===== src/rtl/temperature_trend_tracker_defines.svh =====
// Assertion macros of the temperature trend tracker RTL, used by its controller.
`ifndef TEMPERATURE_TREND_TRACKER_DEFINES_SVH
`define TEMPERATURE_TREND_TRACKER_DEFINES_SVH

// Same-cycle implication, checked on clk_i, off while rst_ni is low.
`define TTT_ASSERT_NOW(label, ante, cons, msg) \
  label: assert property (@(posedge clk_i) disable iff (!rst_ni) (ante) |-> (cons)) \
    else $error(msg);

// Next-cycle implication, checked on clk_i, off while rst_ni is low.
`define TTT_ASSERT_NEXT(label, ante, cons, msg) \
  label: assert property (@(posedge clk_i) disable iff (!rst_ni) (ante) |=> (cons)) \
    else $error(msg);

`endif


===== src/rtl/ttt_pkg.sv =====
// Types, widths and constants of the temperature trend tracker.
`default_nettype none

package ttt_pkg;

  // Window depth and the widths that follow from it
  localparam int unsigned WINDOW   = 10;
  localparam int unsigned WINDOW_W = $clog2(WINDOW);
  localparam int unsigned FILL_W   = $clog2(WINDOW + 1);

  // Field widths
  localparam int unsigned TEMP_W   = 12;
  localparam int unsigned DIFF_W   = TEMP_W + 1;
  localparam int unsigned TICK_W   = 32;
  localparam int unsigned AVG_W    = 12;
  localparam int unsigned GRAD_W   = 20;
  localparam int unsigned COUNT_W  = 7;
  localparam int unsigned SMALL_W  = 8;

  // Accumulator and divider widths
  localparam int unsigned SUM_W     = TEMP_W + $clog2(WINDOW);
  localparam int unsigned DSUM_W    = DIFF_W + $clog2(WINDOW);
  localparam int unsigned PROD_W    = DSUM_W + 7;
  localparam int unsigned DIV_W     = PROD_W;
  localparam int unsigned DIV_STEPS = (DIV_W + 1) / 2;
  localparam int unsigned DIV_PAD   = 2 * DIV_STEPS;
  localparam int unsigned STEP_W    = $clog2(DIV_STEPS + 1);
  localparam int unsigned RAM_W     = DIFF_W + TEMP_W;

  localparam logic signed [PROD_W-1:0] GRAD_SCALE = PROD_W'(100);

  // Configuration port
  localparam int unsigned CFG_IDX_W  = 2;
  localparam int unsigned CFG_DATA_W = TEMP_W;
  localparam logic [CFG_IDX_W-1:0] CFG_SMALL_LIMIT  = 2'd0;
  localparam logic [CFG_IDX_W-1:0] CFG_LOW_RESTART  = 2'd1;
  localparam logic [CFG_IDX_W-1:0] CFG_HIGH_RESTART = 2'd2;

  localparam logic [SMALL_W-1:0]       SMALL_LIMIT_RESET  = 8'd5;
  localparam logic signed [TEMP_W-1:0] LOW_RESTART_RESET  = 12'sd1500;
  localparam logic signed [TEMP_W-1:0] HIGH_RESTART_RESET = -12'sd500;

  localparam logic TREND_FALL = 1'b0;
  localparam logic TREND_RISE = 1'b1;

  // Stream widths
  localparam int unsigned IN_TDATA_W = ((TEMP_W + TICK_W + 7) / 8) * 8;

  typedef enum logic {
    DIV_AVG,
    DIV_GRAD
  } ttt_div_sel_e;

  typedef struct packed {
    logic         accept;
    logic         rd_issue;
    logic         mul;
    logic         div_start;
    ttt_div_sel_e div_sel;
    logic         trend_eval;
    logic         out_load;
  } ttt_cmd_t;

  typedef struct packed {
    logic rd_last;
    logic div_busy;
    logic div_done;
  } ttt_sts_t;

  // First field in the highest bits
  typedef struct packed {
    logic [COUNT_W-1:0] small_count;
    logic [COUNT_W-1:0] rising_count;
    logic [COUNT_W-1:0] falling_count;
    logic [TEMP_W-1:0]  highest_in_up;
    logic [TEMP_W-1:0]  lowest_in_down;
    logic [TICK_W-1:0]  last_trend_ticks;
    logic               trend_changed;
    logic               trend_now;
    logic [GRAD_W-1:0]  gradient_x100;
    logic [AVG_W-1:0]   window_average;
  } ttt_result_t;

  localparam int unsigned RESULT_W    = $bits(ttt_result_t);
  localparam int unsigned OUT_TDATA_W = ((RESULT_W + 7) / 8) * 8;

endpackage

`default_nettype wire


===== src/rtl/ttt_ram.sv =====
// Generic simple dual-port RAM with registered read.
`default_nettype none

module ttt_ram #(
  parameter int unsigned WIDTH = 8,
  parameter int unsigned DEPTH = 16,
  localparam int unsigned ADDR_W = (DEPTH > 1) ? $clog2(DEPTH) : 1
) (
  input  logic              clk_i,
  input  logic              wr_en_i,
  input  logic [ADDR_W-1:0] wr_addr_i,
  input  logic [WIDTH-1:0]  wr_data_i,
  input  logic              rd_en_i,
  input  logic [ADDR_W-1:0] rd_addr_i,
  output logic [WIDTH-1:0]  rd_data_o
);

  logic [WIDTH-1:0] mem_q [DEPTH];
  logic [WIDTH-1:0] rd_data_q;

  always_ff @(posedge clk_i) begin
    if (wr_en_i) begin
      mem_q[wr_addr_i] <= wr_data_i;
    end
    if (rd_en_i) begin
      rd_data_q <= mem_q[rd_addr_i];
    end
  end

  assign rd_data_o = rd_data_q;

endmodule

`default_nettype wire


===== src/rtl/ttt_divider.sv =====
// Unsigned radix-4 restoring divider, two quotient bits per cycle.
`default_nettype none

module ttt_divider (
  input  logic                       clk_i,
  input  logic                       rst_ni,
  input  logic                       start_i,
  input  logic [ttt_pkg::DIV_W-1:0]  dividend_i,
  input  logic [ttt_pkg::FILL_W-1:0] divisor_i,
  output logic                       busy_o,
  output logic                       done_o,
  output logic [ttt_pkg::DIV_W-1:0]  quotient_o
);

  logic                         busy_q, done_q;
  logic [ttt_pkg::STEP_W-1:0]   cnt_q;
  logic [ttt_pkg::FILL_W-1:0]   divisor_q;
  logic [ttt_pkg::FILL_W:0]     rem_q, rem_d;
  logic [ttt_pkg::DIV_PAD-1:0]  quo_q, quo_d;

  logic [ttt_pkg::FILL_W:0] div_ext, rem_a, rem_a_sub, rem_b, rem_b_sub;
  logic                     bit_a, bit_b;

  // Dividend bits shift out the top of quo_q while quotient bits enter below
  assign div_ext   = {1'b0, divisor_q};
  assign rem_a     = {rem_q[ttt_pkg::FILL_W-1:0], quo_q[ttt_pkg::DIV_PAD-1]};
  assign bit_a     = (rem_a >= div_ext);
  assign rem_a_sub = bit_a ? (rem_a - div_ext) : rem_a;
  assign rem_b     = {rem_a_sub[ttt_pkg::FILL_W-1:0], quo_q[ttt_pkg::DIV_PAD-2]};
  assign bit_b     = (rem_b >= div_ext);
  assign rem_b_sub = bit_b ? (rem_b - div_ext) : rem_b;
  assign rem_d     = rem_b_sub;
  assign quo_d     = {quo_q[ttt_pkg::DIV_PAD-3:0], bit_a, bit_b};

  always_ff @(posedge clk_i or negedge rst_ni) begin
    if (!rst_ni) begin
      busy_q <= 1'b0;
      done_q <= 1'b0;
      cnt_q  <= '0;
    end else begin
      done_q <= 1'b0;
      if (start_i) begin
        busy_q <= 1'b1;
        cnt_q  <= ttt_pkg::STEP_W'(ttt_pkg::DIV_STEPS - 1);
      end else if (busy_q) begin
        if (cnt_q == '0) begin
          busy_q <= 1'b0;
          done_q <= 1'b1;
        end else begin
          cnt_q <= cnt_q - ttt_pkg::STEP_W'(1);
        end
      end
    end
  end

  always_ff @(posedge clk_i) begin
    if (start_i) begin
      divisor_q <= divisor_i;
      rem_q     <= '0;
      quo_q     <= ttt_pkg::DIV_PAD'(dividend_i);
    end else if (busy_q) begin
      rem_q <= rem_d;
      quo_q <= quo_d;
    end
  end

  assign busy_o     = busy_q;
  assign done_o     = done_q;
  assign quotient_o = quo_q[ttt_pkg::DIV_W-1:0];

endmodule

`default_nettype wire


===== src/rtl/ttt_datapath.sv =====
// Datapath: window store, accumulators, divider, trend state and result register.
`default_nettype none

module ttt_datapath (
  input  logic                              clk_i,
  input  logic                              rst_ni,
  input  ttt_pkg::ttt_cmd_t                 cmd_i,
  output ttt_pkg::ttt_sts_t                 sts_o,
  input  logic signed [ttt_pkg::TEMP_W-1:0] temperature_i,
  input  logic [ttt_pkg::TICK_W-1:0]        tick_now_i,
  input  logic                              cfg_we_i,
  input  logic [ttt_pkg::CFG_IDX_W-1:0]     cfg_index_i,
  input  logic [ttt_pkg::CFG_DATA_W-1:0]    cfg_data_i,
  output ttt_pkg::ttt_result_t              result_o
);

  // Configuration
  logic [ttt_pkg::SMALL_W-1:0]       small_limit_q;
  logic signed [ttt_pkg::TEMP_W-1:0] low_restart_q, high_restart_q;

  // Item and window bookkeeping
  logic signed [ttt_pkg::TEMP_W-1:0] temp_q, prev_q;
  logic [ttt_pkg::TICK_W-1:0]        tick_q;
  logic [ttt_pkg::WINDOW_W-1:0]      slot_q, rd_idx_q;
  logic [ttt_pkg::FILL_W-1:0]        fill_q;
  logic                              rd_pend_q;

  // Accumulators
  logic signed [ttt_pkg::SUM_W-1:0]  sum_q;
  logic signed [ttt_pkg::DSUM_W-1:0] dsum_q;
  logic signed [ttt_pkg::PROD_W-1:0] prod_q;
  logic [ttt_pkg::COUNT_W-1:0]       falls_q, rises_q, smalls_q;

  // Quotients
  logic                       div_neg_q;
  ttt_pkg::ttt_div_sel_e      div_sel_q;
  logic [ttt_pkg::AVG_W-1:0]  avg_q;
  logic [ttt_pkg::GRAD_W-1:0] grad_q;

  // Trend state
  logic                              trend_q, changed_q;
  logic [ttt_pkg::TICK_W-1:0]        start_tick_q, duration_q;
  logic signed [ttt_pkg::TEMP_W-1:0] lowest_q, highest_q;

  ttt_pkg::ttt_result_t result_q;

  // Window store
  logic signed [ttt_pkg::DIFF_W-1:0] diff_in;
  logic [ttt_pkg::RAM_W-1:0]         rd_data;
  logic signed [ttt_pkg::TEMP_W-1:0] rd_temp;
  logic signed [ttt_pkg::DIFF_W-1:0] rd_diff;
  logic [ttt_pkg::DIFF_W-1:0]        rd_mag;

  assign diff_in = ttt_pkg::DIFF_W'(temperature_i) - ttt_pkg::DIFF_W'(prev_q);

  ttt_ram #(
    .WIDTH (ttt_pkg::RAM_W),
    .DEPTH (ttt_pkg::WINDOW)
  ) u_window (
    .clk_i     (clk_i),
    .wr_en_i   (cmd_i.accept),
    .wr_addr_i (slot_q),
    .wr_data_i ({diff_in, temperature_i}),
    .rd_en_i   (cmd_i.rd_issue),
    .rd_addr_i (rd_idx_q),
    .rd_data_o (rd_data)
  );

  assign rd_temp = rd_data[ttt_pkg::TEMP_W-1:0];
  assign rd_diff = rd_data[ttt_pkg::RAM_W-1:ttt_pkg::TEMP_W];
  assign rd_mag  = rd_diff[ttt_pkg::DIFF_W-1] ? ttt_pkg::DIFF_W'(-rd_diff)
                                              : ttt_pkg::DIFF_W'(rd_diff);

  // Divider operands: magnitudes, sign restored on the quotient
  logic                       sum_neg, prod_neg;
  logic [ttt_pkg::SUM_W-1:0]  sum_abs;
  logic [ttt_pkg::PROD_W-1:0] prod_abs;
  logic [ttt_pkg::DIV_W-1:0]  dividend, quotient, quot_fix;
  logic                       div_busy, div_done;

  assign sum_neg  = sum_q[ttt_pkg::SUM_W-1];
  assign prod_neg = prod_q[ttt_pkg::PROD_W-1];
  assign sum_abs  = sum_neg ? ttt_pkg::SUM_W'(-sum_q) : ttt_pkg::SUM_W'(sum_q);
  assign prod_abs = prod_neg ? ttt_pkg::PROD_W'(-prod_q) : ttt_pkg::PROD_W'(prod_q);
  assign dividend = (cmd_i.div_sel == ttt_pkg::DIV_AVG) ? ttt_pkg::DIV_W'(sum_abs)
                                                        : ttt_pkg::DIV_W'(prod_abs);
  assign quot_fix = div_neg_q ? (ttt_pkg::DIV_W'(0) - quotient) : quotient;

  ttt_divider u_divider (
    .clk_i      (clk_i),
    .rst_ni     (rst_ni),
    .start_i    (cmd_i.div_start),
    .dividend_i (dividend),
    .divisor_i  (fill_q),
    .busy_o     (div_busy),
    .done_o     (div_done),
    .quotient_o (quotient)
  );

  // Trend classification of the finished window
  logic down_win, up_win;
  assign down_win = (falls_q != '0) && (rises_q == '0);
  assign up_win   = (rises_q != '0) && (falls_q == '0);

  // Control state
  always_ff @(posedge clk_i or negedge rst_ni) begin
    if (!rst_ni) begin
      small_limit_q  <= ttt_pkg::SMALL_LIMIT_RESET;
      low_restart_q  <= ttt_pkg::LOW_RESTART_RESET;
      high_restart_q <= ttt_pkg::HIGH_RESTART_RESET;
      prev_q         <= '0;
      slot_q         <= '0;
      fill_q         <= '0;
      rd_idx_q       <= '0;
      rd_pend_q      <= 1'b0;
      trend_q        <= ttt_pkg::TREND_FALL;
      changed_q      <= 1'b0;
      start_tick_q   <= '0;
      duration_q     <= '0;
      lowest_q       <= ttt_pkg::LOW_RESTART_RESET;
      highest_q      <= ttt_pkg::HIGH_RESTART_RESET;
    end else begin
      if (cfg_we_i) begin
        unique case (cfg_index_i)
          ttt_pkg::CFG_SMALL_LIMIT:  small_limit_q  <= cfg_data_i[ttt_pkg::SMALL_W-1:0];
          ttt_pkg::CFG_LOW_RESTART:  low_restart_q  <= cfg_data_i[ttt_pkg::TEMP_W-1:0];
          ttt_pkg::CFG_HIGH_RESTART: high_restart_q <= cfg_data_i[ttt_pkg::TEMP_W-1:0];
          default: ;
        endcase
      end

      rd_pend_q <= cmd_i.rd_issue;

      if (cmd_i.accept) begin
        prev_q   <= temperature_i;
        rd_idx_q <= '0;
        slot_q   <= (slot_q == ttt_pkg::WINDOW_W'(ttt_pkg::WINDOW - 1)) ? '0
                    : slot_q + ttt_pkg::WINDOW_W'(1);
        if (fill_q != ttt_pkg::FILL_W'(ttt_pkg::WINDOW)) begin
          fill_q <= fill_q + ttt_pkg::FILL_W'(1);
        end
      end else if (cmd_i.rd_issue) begin
        rd_idx_q <= rd_idx_q + ttt_pkg::WINDOW_W'(1);
      end

      if (cmd_i.trend_eval) begin
        changed_q <= 1'b0;
        priority if (down_win) begin
          if (trend_q != ttt_pkg::TREND_FALL) begin
            duration_q   <= tick_q - start_tick_q;
            trend_q      <= ttt_pkg::TREND_FALL;
            lowest_q     <= low_restart_q;
            start_tick_q <= tick_q;
            changed_q    <= 1'b1;
          end else if (temp_q < lowest_q) begin
            lowest_q <= temp_q;
          end
        end else if (up_win) begin
          if (trend_q != ttt_pkg::TREND_RISE) begin
            duration_q   <= tick_q - start_tick_q;
            trend_q      <= ttt_pkg::TREND_RISE;
            highest_q    <= high_restart_q;
            start_tick_q <= tick_q;
            changed_q    <= 1'b1;
          end else if (temp_q > highest_q) begin
            highest_q <= temp_q;
          end
        end else begin
          // Mixed or flat window: hold trend and trackers
        end
      end
    end
  end

  // Payload
  always_ff @(posedge clk_i) begin
    if (cmd_i.accept) begin
      temp_q   <= temperature_i;
      tick_q   <= tick_now_i;
      sum_q    <= '0;
      dsum_q   <= '0;
      falls_q  <= '0;
      rises_q  <= '0;
      smalls_q <= '0;
    end else if (rd_pend_q) begin
      sum_q  <= sum_q + ttt_pkg::SUM_W'(rd_temp);
      dsum_q <= dsum_q + ttt_pkg::DSUM_W'(rd_diff);
      if (rd_diff[ttt_pkg::DIFF_W-1]) begin
        falls_q <= falls_q + ttt_pkg::COUNT_W'(1);
      end
      if (!rd_diff[ttt_pkg::DIFF_W-1] && (rd_diff != '0)) begin
        rises_q <= rises_q + ttt_pkg::COUNT_W'(1);
      end
      if (rd_mag < ttt_pkg::DIFF_W'(small_limit_q)) begin
        smalls_q <= smalls_q + ttt_pkg::COUNT_W'(1);
      end
    end

    if (cmd_i.mul) begin
      prod_q <= ttt_pkg::PROD_W'(dsum_q) * ttt_pkg::GRAD_SCALE;
    end

    if (cmd_i.div_start) begin
      div_sel_q <= cmd_i.div_sel;
      div_neg_q <= (cmd_i.div_sel == ttt_pkg::DIV_AVG) ? sum_neg : prod_neg;
    end

    if (div_done) begin
      if (div_sel_q == ttt_pkg::DIV_AVG) begin
        avg_q <= quot_fix[ttt_pkg::AVG_W-1:0];
      end else begin
        grad_q <= quot_fix[ttt_pkg::GRAD_W-1:0];
      end
    end

    if (cmd_i.out_load) begin
      result_q.window_average   <= avg_q;
      result_q.gradient_x100    <= grad_q;
      result_q.trend_now        <= trend_q;
      result_q.trend_changed    <= changed_q;
      result_q.last_trend_ticks <= duration_q;
      result_q.lowest_in_down   <= lowest_q;
      result_q.highest_in_up    <= highest_q;
      result_q.falling_count    <= falls_q;
      result_q.rising_count     <= rises_q;
      result_q.small_count      <= smalls_q;
    end
  end

  assign sts_o.rd_last  = ((ttt_pkg::FILL_W'(rd_idx_q) + ttt_pkg::FILL_W'(1)) == fill_q);
  assign sts_o.div_busy = div_busy;
  assign sts_o.div_done = div_done;
  assign result_o       = result_q;

endmodule

`default_nettype wire


===== src/rtl/ttt_controller.sv =====
// Controller: sequences window walk, scaling, divisions, trend update and output beat.
`default_nettype none

`include "temperature_trend_tracker_defines.svh"

module ttt_controller (
  input  logic              clk_i,
  input  logic              rst_ni,
  input  logic              s_valid_i,
  output logic              s_ready_o,
  output logic              m_valid_o,
  input  logic              m_ready_i,
  output ttt_pkg::ttt_cmd_t cmd_o,
  input  ttt_pkg::ttt_sts_t sts_i
);

  typedef enum logic [3:0] {
    ST_IDLE,
    ST_READ,
    ST_DRAIN,
    ST_MUL,
    ST_DIV_AVG,
    ST_WAIT_AVG,
    ST_DIV_GRAD,
    ST_WAIT_GRAD,
    ST_TREND,
    ST_FINISH
  } state_e;

  state_e            state_q, state_d;
  logic              out_valid_q;
  ttt_pkg::ttt_cmd_t cmd;

  assign s_ready_o = (state_q == ST_IDLE);

  always_comb begin
    cmd     = '0;
    state_d = state_q;
    unique case (state_q)
      ST_IDLE: begin
        if (s_valid_i) begin
          cmd.accept = 1'b1;
          state_d    = ST_READ;
        end
      end
      ST_READ: begin
        cmd.rd_issue = 1'b1;
        if (sts_i.rd_last) begin
          state_d = ST_DRAIN;
        end
      end
      ST_DRAIN: begin
        // last read word lands in the accumulators
        state_d = ST_MUL;
      end
      ST_MUL: begin
        cmd.mul = 1'b1;
        state_d = ST_DIV_AVG;
      end
      ST_DIV_AVG: begin
        cmd.div_start = 1'b1;
        cmd.div_sel   = ttt_pkg::DIV_AVG;
        state_d       = ST_WAIT_AVG;
      end
      ST_WAIT_AVG: begin
        if (sts_i.div_done) begin
          state_d = ST_DIV_GRAD;
        end
      end
      ST_DIV_GRAD: begin
        cmd.div_start = 1'b1;
        cmd.div_sel   = ttt_pkg::DIV_GRAD;
        state_d       = ST_WAIT_GRAD;
      end
      ST_WAIT_GRAD: begin
        if (sts_i.div_done) begin
          state_d = ST_TREND;
        end
      end
      ST_TREND: begin
        cmd.trend_eval = 1'b1;
        state_d        = ST_FINISH;
      end
      ST_FINISH: begin
        // hold until the output register is free
        if (!out_valid_q || m_ready_i) begin
          cmd.out_load = 1'b1;
          state_d      = ST_IDLE;
        end
      end
      default: state_d = ST_IDLE;
    endcase
  end

  always_ff @(posedge clk_i or negedge rst_ni) begin
    if (!rst_ni) begin
      state_q     <= ST_IDLE;
      out_valid_q <= 1'b0;
    end else begin
      state_q <= state_d;
      if (cmd.out_load) begin
        out_valid_q <= 1'b1;
      end else if (m_ready_i) begin
        out_valid_q <= 1'b0;
      end
    end
  end

  assign cmd_o     = cmd;
  assign m_valid_o = out_valid_q;

  `TTT_ASSERT_NEXT(a_accept_then_busy, s_valid_i && s_ready_o, !s_ready_o, "ready after accept")
  `TTT_ASSERT_NOW(a_div_start_idle, cmd.div_start, !sts_i.div_busy, "divider restarted busy")
  `TTT_ASSERT_NOW(a_load_slot_free, cmd.out_load, !out_valid_q || m_ready_i, "result overwritten")
  `TTT_ASSERT_NEXT(a_load_then_valid, cmd.out_load, m_valid_o, "loaded result not shown")

endmodule

`default_nettype wire


===== src/rtl/temperature_trend_tracker.sv =====
// Top level of the temperature trend tracker.
// Each input beat walks the filled window over the RAM read port, scales the delta sum,
// takes two passes through the 2-bit-per-cycle divider (average, then gradient) and updates
// the trend; the next input beat is taken once the result is in the output register.
// A new input beat is taken while the previous result still waits on the output register.
// Reset (rst_ni low, asynchronous) clears fill, slot, trend and trackers; no clearing pass.
`default_nettype none

module temperature_trend_tracker (
  input  logic                               clk_i,
  input  logic                               rst_ni,
  // tdata: temperature [11:0], tick_now [43:12], zero pad
  input  logic [ttt_pkg::IN_TDATA_W-1:0]     s_axis_tdata_i,
  input  logic                               s_axis_tvalid_i,
  output logic                               s_axis_tready_o,
  // tdata: window_average, gradient_x100, trend_now, trend_changed, last_trend_ticks,
  //        lowest_in_down, highest_in_up, falling_count, rising_count, small_count, pad
  output logic [ttt_pkg::OUT_TDATA_W-1:0]    m_axis_tdata_o,
  output logic                               m_axis_tvalid_o,
  input  logic                               m_axis_tready_i,
  input  logic                               cfg_valid_i,
  output logic                               cfg_ready_o,
  input  logic [ttt_pkg::CFG_IDX_W-1:0]      cfg_index_i,
  input  logic [ttt_pkg::CFG_DATA_W-1:0]     cfg_data_i
);

  ttt_pkg::ttt_cmd_t    cmd;
  ttt_pkg::ttt_sts_t    sts;
  ttt_pkg::ttt_result_t result;

  assign cfg_ready_o = 1'b1;

  ttt_controller u_controller (
    .clk_i     (clk_i),
    .rst_ni    (rst_ni),
    .s_valid_i (s_axis_tvalid_i),
    .s_ready_o (s_axis_tready_o),
    .m_valid_o (m_axis_tvalid_o),
    .m_ready_i (m_axis_tready_i),
    .cmd_o     (cmd),
    .sts_i     (sts)
  );

  ttt_datapath u_datapath (
    .clk_i         (clk_i),
    .rst_ni        (rst_ni),
    .cmd_i         (cmd),
    .sts_o         (sts),
    .temperature_i (s_axis_tdata_i[ttt_pkg::TEMP_W-1:0]),
    .tick_now_i    (s_axis_tdata_i[ttt_pkg::TEMP_W+ttt_pkg::TICK_W-1:ttt_pkg::TEMP_W]),
    .cfg_we_i      (cfg_valid_i && cfg_ready_o),
    .cfg_index_i   (cfg_index_i),
    .cfg_data_i    (cfg_data_i),
    .result_o      (result)
  );

  assign m_axis_tdata_o = ttt_pkg::OUT_TDATA_W'(result);

endmodule

`default_nettype wire


===== config.mk =====
export PLATFORM = sky130hd
export DESIGN_NAME = temperature_trend_tracker
export DESIGN_NICKNAME = d
export VERILOG_FILES = /design/src/rtl/ttt_pkg.sv /design/src/rtl/ttt_ram.sv /design/src/rtl/ttt_divider.sv /design/src/rtl/ttt_datapath.sv /design/src/rtl/ttt_controller.sv /design/src/rtl/temperature_trend_tracker.sv
export VERILOG_INCLUDE_DIRS = /design/src /design/src/rtl
export SDC_FILE = /design/constraint.sdc
export NUM_CORES = 1
export LEC_CHECK = 0
export BUFFER_PORTS_ARGS = -buffer_cell sky130_fd_sc_hd__buf_4
export CAP_MARGIN = 10
export CORE_UTILIZATION = 33
export DETAILED_ROUTE_END_ITERATION = 6
export PLACE_DENSITY = 0.46
export SETUP_SLACK_MARGIN = 0.02
export SYNTH_ARGS = -nofsm -noshare
export SYNTH_HDL_FRONTEND = slang
export SYNTH_SLANG_ARGS = --single-unit

===== constraint.sdc =====
create_clock -name clk_i -period 11.4 [get_ports clk_i]
set_input_delay 0.57 -clock clk_i [delete_from_list [all_inputs] [get_ports clk_i]]
set_output_delay 0.57 -clock clk_i [all_outputs]
set_load 0.02 [all_outputs]

Word level (Yosys, flattened, before mapping)
Memory sizes are Yosys's and may differ from the RTL's. A register that Yosys moved wholly into a read port is not among the register bits.
Cells that the tools add are included.

cells by class
  $mul = 1
  magnitude comparators = 5
  $add $sub $neg = 17
  muxes and demuxes = 58
  equality and inequality tests = 23
  bitwise operators = 2
  reduce and logical (&&, ||, !) cells = 34

operator list
  cell                                                                   number
  32-bit two-way mux                                                     8
  24-bit two-way mux                                                     4
  4-bit two-way mux                                                      13
  12-bit two-way mux                                                     4
  4-bit case mux with 10 select lines                                    1
  32-bit subtractor                                                      1
  1-bit two-way mux                                                      24
  24-bit negation                                                        1
  17-bit by 6-bit multiplier with 22-bit output, second input constant   1
  2-bit AND reduction                                                    11
  7-bit by 1-bit adder with 7-bit output, second input constant          3
  20-bit two-way mux                                                     1
  1-bit by 20-bit subtractor with 20-bit output, first input constant    1
  17-bit by 13-bit adder with 17-bit output                              1
  16-bit by 12-bit adder with 16-bit output                              1
  4-bit by 3-bit equality test with 1-bit output, second input constant  4
  16-bit two-way mux                                                     1
  16-bit negation                                                        1
  7-bit logical NOT                                                      2
  7-bit nonzero test                                                     2
  13-bit by 8-bit < comparator with 1-bit output                         1
  13-bit two-way mux                                                     1
  13-bit negation                                                        1
  13-bit nonzero test                                                    1
  27 further kinds                                                       51

storage, ports and cells
  bits of input ports = 67
  bits in writable memories = 250
  bits in registers = 455
  logic and storage cells = 185
  memories kept = 1

memories
  memory                     words  width  rd ports  clocked after Yosys merged registers in  wr ports  RTL line       RTL
  u_datapath.u_window.mem_q  10     25     1         1                                        1         ttt_ram.sv:18  logic [WIDTH-1:0] mem_q [DEPTH];

Longest topological paths before layout
  depth after elaboration = 5
  depth in mapped cells = 16
  mapped depth without buffers = 16

Hierarchy
From an unflattened synthesis, not the netlist that was laid out.

second synthesis, totals
  cell total of the unflattened synthesis = 2687
  area total of the unflattened synthesis = 34548.1 um^2

by module, submodules not included
  module                     instances  cells each  area each (um^2)  sequential area each (um^2)
  ttt_datapath               1          1943        21518.1           11128.2
  ttt_ram                    1          550         10635.2           8257.9
  ttt_divider                1          151         2009.4            1071.0
  ttt_controller             1          39          362.8             125.1
  temperature_trend_tracker  1          4           22.5              0.0

Least setup slack after synthesis
OpenSTA, ideal clock, no wires.

  kind = input -> register
  from = input port m_axis_tready_i
  to = register u_datapath.result_q (netlist bit u_datapath.result_o[0]), enable pin
  required time = 10.818 ns
  slack = 5.428 ns
  path buffers = 0
  data arrival time = 5.390 ns
  stages = 3
  path through = nand2b_1 > nand2_1 > nor2_1

RTL lines
  item             RTL line                         RTL
  start, declared  temperature_trend_tracker.sv:20  input logic m_axis_tready_i,
  end, declared    ttt_datapath.sv:45               ttt_pkg::ttt_result_t result_q;

Worst setup path in the final report
  from = register u_datapath.u_divider.divisor_q[1] in the netlist's numbering
  to = register u_datapath.u_divider.rem_q[1] in the netlist's numbering

between the ends
  longest elaborated chain between the ends = 4
  elaborated cells between the ends (all ways) = 6
  those cells by class = 2 x add/sub; 2 x order compare; 2 x mux

ends and longest elaborated chain
  item                                                                                                     RTL line                              RTL
  start, declared                                                                                          ttt_divider.sv:17                     logic [ttt_pkg::FILL_W-1:0] divisor_q;
  start signal, assigned                                                                                   ttt_divider.sv:58                     divisor_q <= divisor_i;
  5-bit by 4-bit greater-or-equal comparator with 1-bit output / 4-bit subtractor (equally long branches)  ttt_divider.sv:27, ttt_divider.sv:28
  4-bit two-way mux                                                                                        ttt_divider.sv:28                     assign rem_a_sub = bit_a ? (rem_a - div_ext) : rem_a;
  4-bit subtractor / 5-bit by 4-bit greater-or-equal comparator with 1-bit output (equally long branches)  ttt_divider.sv:31, ttt_divider.sv:30
  4-bit two-way mux (*)                                                                                    ttt_divider.sv:31                     assign rem_b_sub = bit_b ? (rem_b - div_ext) : rem_b;
  end signal, assigned                                                                                     ttt_divider.sv:62                     rem_q <= rem_d;
  end, declared                                                                                            ttt_divider.sv:18                     logic [ttt_pkg::FILL_W:0] rem_q, rem_d;

Every way passes the cells marked *; elsewhere a longest branch is shown, timed or not.
A chain may end at the register's enable or synchronous reset.

==> results.tsv <==
stage	metric	value	unit
power_and_ir_drop	combPwrFrac	34.2	%
cells_and_area	final_core_util	39.1	%
timing	fin_crit_sh	36.2	%
grt	grt_usage	15.1	%
timing	slew_headroom	25.5	%
logic_synthesis	ys_async_sr_fraction	21.6	%
power_and_ir_drop	peakVddDrop	0.182	mV
placed_design	portBuffers	175	
grt	antenna_found_initial	3	
detailed_routing	detail_route.wl_per_cell	18.3	um
power_and_ir_drop	leakagePower	14.9	nW
outcome	outcome	completed	
timing	worst_pin_slew	1.11	ns
worst_setup_path	timing.rr.start	u_datapath.u_divider.divisor_q[1]	
worst_setup_path	cp_max_fo	6	
worst_hold_path	holdCritStartpoint	s_axis_tdata_i[22]	
timing	fin_crit	4.12	ns
logic_synthesis	synth_seq_cells	730	
worst_setup_path	ff2ff_path_depth	14	
timing	setup_tns	0	ns
logic_synthesis	synth.area.top_cells	edfxtp_1 (46%), dfrtp_1 (9.8%), ha_1 (6.6%)	
clocking	cts_buffers	81	
die	io_pins	182	
clocking	clock_sinks	730	
logic_synthesis	synth-edff-count	514	
timing	rsz0062_at_grt	false	
worst_setup_path	crit_arrival	4.62	ns
clocking	cts_root_buf	clkbuf_16	
clocking	cts_tree	yes	
timing	maxSlewViolCount	0	
power_and_ir_drop	sw_frac_of_total	33.9	%
power_and_ir_drop	pwr-share-seq	38.9	%
logic_synthesis	synth_cells	2576	
worst_hold_path	hp-class	in -> reg	
power_and_ir_drop	powerDensity	246	nW/um2
grt	grt_max_degree	69	
die	num_rows	116	
logic_synthesis	synth_area	33700	um2
detailed_routing	drt_wl_total	77000	um
placed_design	dp_hpwl	51200	um
cells_and_area	fin_nets	3040	
logic_synthesis	yosysTopAreaCell	edfxtp_1	
cells_and_area	final_common_cell	edfxtp_1	
cells_and_area	drive_gt1_share	16.6	%
worst_setup_path	required	11.90	ns
worst_hold_path	hold_depth	1	
logic_synthesis	yosys_warnings	0	
power_and_ir_drop	p_sw	3.28	mW
power_and_ir_drop	p_int	6.40	mW
grt	overflow	0	
die	dieWidth	321	um
detailed_routing	viasPerCell	4.82	
timing	finalSetupViolCount	0	
power_and_ir_drop	p_clk_share	26.9	%
grt	grt_pass1_wl	120000	um
logic_synthesis	synthesis.nets	2842	
detailed_routing	dr.pass1.iters	5	
detailed_routing	num_vias	20226	
placed_design	globalplace.congestion	0.814	
worst_setup_path	start_kind	flip-flop	
die	dieArea	103000	um2
timing	finalHoldViolations	0	
worst_setup_path	path_class	reg -> reg	
clocking	h-tree-depth	3	
cells_and_area	final_cell_mix	edfxtp_1 (514), nand2_1 (213), buf_4 (200)	
worst_setup_path	path_common_cell	a21o_1	
worst_setup_path	max_stage_delay	0.52	ns
logic_synthesis	synthFlopType	edfxtp_1	
worst_setup_path	crit_path_end_kind	flip-flop	
worst_setup_path	crit_path_start	u_datapath.u_divider.divisor_q[1]	
worst_setup_path	cp_slowest_cell	a21boi_0	
detailed_routing	drtIter0Drc	1057	
logic_synthesis	synth_top_area_share	45.9	%
clocking	clk-insertion-delay-late	0.64	ns
detailed_routing	drc	0	
die	core-area	101000	um2
timing	fin_skew	0.0221	ns
die	die_y	321	um
logic_synthesis	yosysSeqAreaShare	61.2	%
cells_and_area	n_antenna_cell	0	
logic_synthesis	synth_cell_types	71	
worst_setup_path	path_cells	inv_1 > ha_1 > a21o_1 > a21o_1 > a31o_2 > a21boi_0 > mux2_2 > ha_1 > a21o_1 > a31o_2 > a21boi_2 > mux2_2 > mux2i_1 > nor2_1	
logic_synthesis	avgSynthCellArea	13.1	um2
clocking	path_clk_slew	0.06	ns
cells_and_area	area_growth	16.8	%
grt	grt_pass1_vias	20715	
timing	fmax	0.243	GHz
die	start_util	33.5	%
clocking	cts.path.max_buffers	3	
run	cap_violations	0	
detailed_routing	postRouteAntennaNets	0	
-- timing repair --
item,4_1_cts,5_1_grt
gates resized for setup,0,0
hold buffers,1,0
buffers inserted,0,0
hold endpoints to repair,35,0
-- critical path: cells and delay by family, from the launching register on --
family	cells	cell delay, ns
DFF	1	0.36
buffers and inverters	1	0.18
and+or+nand+nor	1	0.06
muxes	3	0.95
AOI/OAI and AO/OA	7	1.81
adders and majority gates	2	0.62
-- kinds of logic after synthesis --
| kind of cell | after synthesis | synth area share (%) |
|---|---|---|
| AOI/OAI and AO/OA | 485 | 8.73 |
| xor gates and xnor gates | 155 | 4.03 |
| adders and majority gates | 199 | 7.87 |
| buffers and inverters | 236 | 2.70 |
| DFF | 730 | 61.2 |
| muxes | 178 | 7.27 |
| other | 2 | 0.0223 |
| and+or+nand+nor | 591 | 8.22 |
-- sequential cells by signal, summed over array words and instances, names as in the netlist, 8 cells and up --
| register | cells |
|---|---|
| u_datapath.u_window.mem_q | 250 |
| u_datapath.result_o | 111 |
| u_datapath.duration_q | 32 |
| u_datapath.start_tick_q | 32 |
| u_datapath.tick_q | 32 |
| u_datapath.u_window.rd_data_o | 25 |
| u_datapath.u_divider.quotient_o | 24 |
| u_datapath.prod_q | 22 |
| u_datapath.grad_q | 20 |
| u_datapath.dsum_q | 17 |
| u_datapath.sum_q | 16 |
| u_datapath.avg_q | 12 |
| u_datapath.high_restart_q | 12 |
| u_datapath.highest_q | 12 |
| u_datapath.low_restart_q | 12 |
| u_datapath.lowest_q | 12 |
| u_datapath.prev_q | 12 |
| u_datapath.temp_q | 12 |
| u_datapath.small_limit_q | 8 |
-- layout make-up --
cell class	count	area [um2]
Clock buffer	114	2360
Clock inverter	36	314
Fill cell	9561	61300
Inverter	148	558
Multi-Input combinational cell	1610	12300
Sequential cell	730	20600
Tap cell	1357	1700
Timing Repair Buffer	203	1540
-- stage by stage --
stage | worst slack, ns | power (mW) | hold slack, ns | std cells | instance area (um2)
after floorplan | 5.43 | 6.25 | 0.274 | 2576 | 33700
after global placement | 7.37 | 7.11 | 0.409 | 4046 | 36600
after detailed placement | 7.33 | 7.18 | 0.405 | 4046 | 36600
after CTS | 7.27 | 9.84 | 0.0682 | 4197 | 39300
after global routing | 7.03 | 10.4 | 0.0815 | 4198 | 39300
final | 7.28 | 9.68 | 0.118 | 4198 | 39300
-- final timing paths --
path                       slack, ns                             to
hold / removal                  0.12          u_datapath.tick_q[10]
setup / recovery                7.28  u_datapath.u_divider.rem_q[1]
max in group asynchronous       8.96         u_datapath.rd_idx_q[1]
setup reg to reg                7.28  u_datapath.u_divider.rem_q[1]
min in group asynchronous       0.52        u_datapath.highest_q[7]
hold reg to reg                 0.42         u_datapath.result_o[7]
-- Yosys cell counts, types with 32 or more instances --
master	n
edfxtp_1	514
nand2_1	213
o21ai_0	185
ha_1	178
inv_1	147
nor2_1	141
dfrtp_1	132
a21oi_1	114
xnor2_1	101
mux2i_1	97
clkbuf_1	62
dfxtp_1	58
xor2_1	54
mux4_2	50
nor2b_1	44
a21o_1	32
nor3_1	32
-- power groups by stage --
stage / Clock, mW / Combinational, mW / Sequential [mW]
after floorplan: 0 / 2.60 / 3.65
after global placement: 0 / 3.29 / 3.82
after detailed placement: 0 / 3.35 / 3.83
after CTS: 2.69 / 3.38 / 3.77
after global routing: 2.78 / 3.79 / 3.82
final: 2.60 / 3.31 / 3.76
-- metal layers --
layer | GRT usage [%] | share of wire [%] | vias up
li1 | - | - | 9836
met5 | 0 | 0 | -
met4 | 4.83 | 2.7 | 0
met1 | 19.9 | 46 | 9951
met2 | 25.3 | 48 | 324
met3 | 2.23 | 3.6 | 115
Power figures use the tool's default switching activity.
